File: src/rtl/ckrt_pkg.sv
// ----------------------------------------------------------------------------
// ckrt_pkg
// Types and constants of the compacting keyed record table.
// ----------------------------------------------------------------------------
`default_nettype none

package ckrt_pkg;

    localparam int CAPACITY_DEF = 64;
    localparam int CNT_W        = 7;
    localparam int KEY_W        = 32;
    localparam int VAL_W        = 12;

    typedef enum logic [2:0] {
        OP_INSERT = 3'd0,
        OP_LOOKUP = 3'd1,
        OP_UPDATE = 3'd2,
        OP_DELETE = 3'd3,
        OP_DUMP   = 3'd4
    } t_op;

    typedef enum logic [2:0] {
        ST_OK      = 3'd0,
        ST_FULL    = 3'd1,
        ST_DUP     = 3'd2,
        ST_MISSING = 3'd3,
        ST_EMPTY   = 3'd4
    } t_status;

    typedef enum logic [1:0] {
        S_IDLE,
        S_ACT,
        S_DUMP
    } t_state;

    typedef struct packed {
        logic [2:0]              operation;
        logic signed [KEY_W-1:0] record_key;
        logic [VAL_W-1:0]        record_value;
    } t_in;

    typedef struct packed {
        logic [2:0]              status;
        logic signed [KEY_W-1:0] out_key;
        logic [VAL_W-1:0]        out_value;
        logic [CNT_W-1:0]        entry_count;
        logic                    last;
    } t_out;

    typedef struct packed {
        logic [KEY_W-1:0] key;
        logic [VAL_W-1:0] val;
    } t_rec;

    // Broadcast control from the sequencer to every cell.
    typedef struct packed {
        logic             cmp;
        logic             ins;
        logic             upd;
        logic             del;
        logic             rot;
        logic [CNT_W-1:0] count;
        logic [CNT_W-1:0] del_idx;
        logic [KEY_W-1:0] key;
        logic [VAL_W-1:0] val;
    } t_cell_ctl;

endpackage

`default_nettype wire

File: src/rtl/ckrt_cell.sv
// ----------------------------------------------------------------------------
// ckrt_cell
// One table slot: holds a record, compares it with a searched key and takes
// its neighbor's record when the table is compacted or rotated.
// ----------------------------------------------------------------------------
`default_nettype none

module ckrt_cell #(
    parameter int IDX = 0
) (
    input  wire logic                i_clk,
    input  wire logic                i_rst_n,
    input  wire ckrt_pkg::t_cell_ctl i_ctl,
    input  wire ckrt_pkg::t_rec      i_next,
    input  wire ckrt_pkg::t_rec      i_head,
    output ckrt_pkg::t_rec           o_rec,
    output logic                     o_hit
);

    localparam logic [ckrt_pkg::CNT_W-1:0] IDX_C   = ckrt_pkg::CNT_W'(IDX);
    localparam logic [ckrt_pkg::CNT_W-1:0] IDX_NXT = ckrt_pkg::CNT_W'(IDX + 1);

    ckrt_pkg::t_rec r_rec;
    ckrt_pkg::t_rec n_rec;
    logic           r_hit;
    logic           n_hit;
    logic           w_valid;

    assign w_valid = (IDX_C < i_ctl.count);
    assign n_hit   = w_valid && (r_rec.key == i_ctl.key);

    always_comb begin
        n_rec = r_rec;
        if (i_ctl.ins && (IDX_C == i_ctl.count)) begin
            n_rec.key = i_ctl.key;
            n_rec.val = i_ctl.val;
        end else if (i_ctl.upd && r_hit) begin
            n_rec.val = i_ctl.val;
        end else if (i_ctl.del && (IDX_C >= i_ctl.del_idx) && (IDX_NXT < i_ctl.count)) begin
            n_rec = i_next;
        end else if (i_ctl.rot) begin
            // The occupied part of the chain turns over by one place.
            if (IDX_NXT < i_ctl.count) begin
                n_rec = i_next;
            end else if (IDX_NXT == i_ctl.count) begin
                n_rec = i_head;
            end
        end
    end

    always_ff @(posedge i_clk) begin
        r_rec <= n_rec;
    end

    always_ff @(posedge i_clk) begin
        if (!i_rst_n) begin
            r_hit <= 1'b0;
        end else if (i_ctl.cmp) begin
            r_hit <= n_hit;
        end
    end

    assign o_rec = r_rec;
    assign o_hit = r_hit;

endmodule

`default_nettype wire

File: config.mk
export PLATFORM = sky130hd
export DESIGN_NAME = ckrt_cell
export DESIGN_NICKNAME = d
export VERILOG_FILES = /design/src/rtl/ckrt_pkg.sv /design/src/rtl/ckrt_cell.sv
export SDC_FILE = /design/constraint.sdc
export NUM_CORES = 1
export LEC_CHECK = 0
export BUFFER_PORTS_ARGS = -buffer_cell sky130_fd_sc_hd__buf_2
export CORE_UTILIZATION = 37
export DETAILED_ROUTE_END_ITERATION = 8
export PLACE_DENSITY = 0.78
export SYNTH_ARGS = -nofsm -noshare
export SYNTH_HDL_FRONTEND = slang
export SYNTH_SLANG_ARGS = --single-unit
File: constraint.sdc
create_clock -name i_clk -period 3.88 [get_ports i_clk]
set_input_delay 1.164 -clock i_clk [delete_from_list [all_inputs] [get_ports i_clk]]
set_output_delay 1.164 -clock i_clk [all_outputs]
set_load 0.02 [all_outputs]
; ---- Word level (Yosys, flattened, before mapping)
; Index checks and enable logic that the tools add are counted.
[totals]
regBits = 45
latch_bits = 0
ram_bits = 0
mem_bits_ro = 0
out_inout_bits = 45
memories = 0
[classes]
n_addsub = 0
n_mul = 0
div_mod_pow = 0
magnitude_cmp = 3
n_eq_ne = 3
shift = 0
n_mux = 7
n_bitwise = 0
reduce_logical = 12
[ops]
columns = cell, n
row1 = two-way mux 44 bit, 5
row2 = == test 32 bit, 1
row3 = two-way mux 32 bit, 1
row4 = less-than comparator 1 x 7 -> 1 bit (first input constant), 2
row5 = two-way mux 12 bit, 1
row6 = nonzero test 4 bit, 2
row7 = == test 1 x 7 -> 1 bit (first input constant), 1
row8 = >= comparator 1 x 7 -> 1 bit (first input constant), 1
row9 = logical NOT 7 bit, 1
row10 = logical AND 1 bit, 5
row11 = nonzero test 5 bit, 1
row12 = AND reduction 3 bit, 1
row13 = nonzero test 3 bit, 1
row14 = inequality test 2 bit (second input constant), 1
row15 = AND reduction 2 bit, 1

; ---- Depth between registers and ports, before layout
[logic_depth]
depth_word = 7
ltp_mapped = 7
ltp_nobuf = 5

; ---- Least setup slack after synthesis
; Ideal clock, no wire load.
[synth_timing]
path_kind = input to register
start = input i_ctl[54] (netlist name)
end = register r_rec (netlist bit o_rec[12]), enable pin
setup_ns = 0.425
arrival_ns = 3.416
required_time_ns = 3.455
slack_ns = 0.039
cell_stages = 5
n_path_buf = 2
cell_sequence = or4_1 > or4_4 > buf_6 > buf_6 > o21ai_1
[synth_between]
elab_chain_len = 4
[synth_rtl]
columns = element, line_no
row1 = "start, declared", ckrt_cell.sv:13  ; input wire ckrt_pkg::t_cell_ctl i_ctl,
row2 = less-than comparator 1 x 7 -> 1 bit / logical NOT 7 bit (equally long branches), "ckrt_cell.sv:39, ckrt_cell.sv:43, ckrt_cell.sv:34"
row3 = "logical AND 1 bit, on equally long branches", "ckrt_cell.sv:39, ckrt_cell.sv:34"
row4 = "nonzero test 4 bit (no line), or another cell as far along", -
row5 = AND reduction 3 bit (no line) *, -
row6 = "end signal, assigned", ckrt_cell.sv:52  ; r_rec <= n_rec;
row7 = "end, declared", ckrt_cell.sv:23  ; ckrt_pkg::t_rec r_rec;
; Mark *: on every way between the ends. The rest lies on a longest branch, timed or not.
; A chain may end at the register's enable or synchronous reset.

; ---- Worst setup path after layout
[layout_timing]
start = input i_ctl[54] (netlist name)
end = register r_rec (netlist bit o_rec[39]), enable pin
; The elaborated chain is that of the path after synthesis.

==> reports/metrics.csv <==
metric,value,unit
Worst R2R End,o_hit,
ratio of cells with drive above 1 in the final layout,47.9,%
Final Max Tran Viols,0,
first-pass GRT wire length,10700,um
Synth Instances,250,
FILL cells,682,
root buf cell,clkbuf_8,
Worst path slowest cell,or4_1,
CTS Hold Buffers Added,0,
reg2reg path depth,5,
# rows,31,
Avg Inst Size Synth,11.1,sq um
largest net degree at the start of global routing,46,
ys flop type,edfxtp_1,
"CP delay by family, top",simple AND/OR/NAND/NOR gates,
die area,0.00784,sq mm
WS Path Type,input port to flop,
max_slew headroom,29.4,%
Yosys reg bits,45,
DIE HEIGHT,88.5,um
syn_nets,403,
RePlAce Congestion,0.751,
Placed Area,0.00377,sq mm
# setup viols final,0,
Leakage,2.05,nW
r2r setup slk,1.92,ns
DRT antenna net count,0,
core area,0.00725,sq mm
crit-path cells,"buf_2, or4_1, or4_4, buf_4, o21ai_4",
WL/cell,13.8,um
Period minus WS final,3.00,ns
worst-path fanout max,33,
required time worst endpoint,3.79,ns
initial drt markers,77,
area grow syn2layout,39.1,%
RR Startpoint,o_rec[18],
launch point of the worst path,i_ctl[54],
post-CTS setup buffer count,0,
Yosys top cell area share,47.7,%
Post-Synth Adder-Cell Area,0,%
clock slew at reported path FFs,0.09,ns
Storage cell area,0.00134,sq mm
maximum vdd ir drop,0.135,mV
antenna violations before repair,0,
worst slew pin tran,1.06,ns
cell taking the most area after synthesis,edfxtp_1,
number of global-route vias before repair,2378,
final setup TNS,0,ns
Starting Density,38.2,%
number of distinct library cells after synthesis,26,
hold depth,2,
f_max,334,MHz
Final period util,77.3,%
mux cell area share after synthesis,15.9,%
Max-Cap Viols,0,
CP arrival,2.91,ns
CP Capture Type,flop,
CTS Buffer Depth,2,
Netlist Area Pre-Place,0.00277,sq mm
clock skew,0.00586,ns
Die X-Extent,88.5,um
DR pass1 iterations,4,
post-synthesis compound-gate area fraction,9.80,%
CTS Buf Count,5,
CTS sink cnt,45,
PortBufs,197,
Synth Area in Simple Gates,10.6,%
Hold WC Path Type,flop to flop,
GRT Util Overall,18.2,%
design area,0.00386,sq mm
Worst setup SP type,input port,
drt total wl,7470,um
GR Overflow Total,0,
synth warn,0,
Synth area leaders,"edfxtp_1 48%, mux2i_1 16%, a21oi_1 7.9%",
CTS tree,yes,
multi-input logic area,0.00130,sq mm
Skew-Pair Late Insertion Delay,0.29,ns
synth cell count leaders,"44 x a21oi_1, 44 x edfxtp_1, 44 x mux2i_1, 44 x nor2_1, 20 x xor2_1",
detailed-route vias per instance,4.75,
status,finished clean,
"Async S/R FF share, synth",0,%
final hold violation count,0,
Final Net Count,595,
hpwl dp,6110,um
# DRC,0,
RSZ-0062 raised after global routing,no,
Worst path max stage delay,0.53,ns
PD cells,301,mW/mm^2
min-delay src,o_hit,
CTS H-tree lvls,2,
Hold Crit Endpoint,o_hit,
top-level I/O count,198,
XOR/XNOR Fraction of Synth Area,10.1,%
WP buf/inv,2,
largest family of logic cells by synthesized area,multiplexers,
ant diodes,0,
Post-synth EDFFs,44,
sequential fraction of the synthesis area,48.4,%
cts repair resizes,0,
vias post-DR,2572,
tightest hold or removal path, delay by kind of cell (launching register included):
family	cells	cell delay, ns
AOI/OAI and AO/OA	1	0.07
and+or+nand+nor	1	0.10
DFF	1	0.37
cells in the final DEF, fill, tap and decap left out, drive strengths merged:
cell type | netlist | layout
nand2 | 1 | 1
nor2 | 44 | 44
or4 | 3 | 3
inv | 1 | 1
nand4 | 4 | 4
clkinv | 0 | 2
mux2i | 44 | 44
buf | 13 | 200
o2111ai | 1 | 1
a21boi | 1 | 1
nand3b | 1 | 1
xor2 | 20 | 20
a31o | 1 | 1
xnor2 | 12 | 12
clkbuf | 2 | 6
dfxtp | 1 | 1
and2 | 1 | 1
edfxtp | 44 | 44
nor4 | 6 | 6
or2 | 2 | 2
a21oi | 44 | 44
o21ai | 3 | 3
nor4b | 1 | 1
worst max-delay path by stage:
stage | endpoint | slack [ns] | depth (start not counted)
after floorplan | o_rec[12] | 0.04 | 5
after global placement | o_rec[32] | 0.59 | 5
after detailed placement | o_rec[28] | 0.55 | 5
after CTS | o_rec[39] | 0.87 | 5
after global routing | o_rec[39] | 0.79 | 5
final | o_rec[39] | 0.88 | 5
report_power, final:
group | internal (mW) | switching (mW) | leakage [nW]
Combinational | 0.127 | 0.145 | 1.56
Clock | 0.125 | 0.160 | 0.0450
Sequential | 0.582 | 0.0223 | 0.439
Total | 0.834 | 0.327 | 2.05
stage by stage:
stage	hold WS, ns	utilization (%)	std cells	total power, mW	worst slack (ns)
floorplan	0.613	-	250	0.746	0.0390
CTS	0.588	53.2	542	1.17	0.868
finish	0.579	53.2	542	1.16	0.882
global placement	0.545	52.0	534	0.884	0.589
detailed placement	0.574	52.0	534	0.891	0.551
global route	0.603	53.2	542	1.22	0.788
metal layers:
layer	up-vias	track usage [%]	routed length, um
met5	-	0	0
li1	1295	-	-
met4	0	4.69	44
met3	4	5.04	571
met1	1152	20.3	2960
met2	121	34.1	3890
registers in the layout, summed over array words and instances (netlist names):
name,count
o_hit,1
o_rec,44
logic make-up after synthesis:
kind of cell	after synthesis
and+or+nand+nor	63
AOI/OAI and AO/OA	50
DFF	45
muxes	44
xor gates and xnor gates	32
buffers and inverters	16
final cells by class:
type	count	area share (%)
Clock buffer	6	1.88
Clock inverter	2	0.260
Inverter	1	0.0973
Multi-Input combinational cell	189	33.6
Sequential cell	45	34.8
Tap cell	99	3.21
Timing Repair Buffer	200	26.2
(Power assumes the default switching activity.)
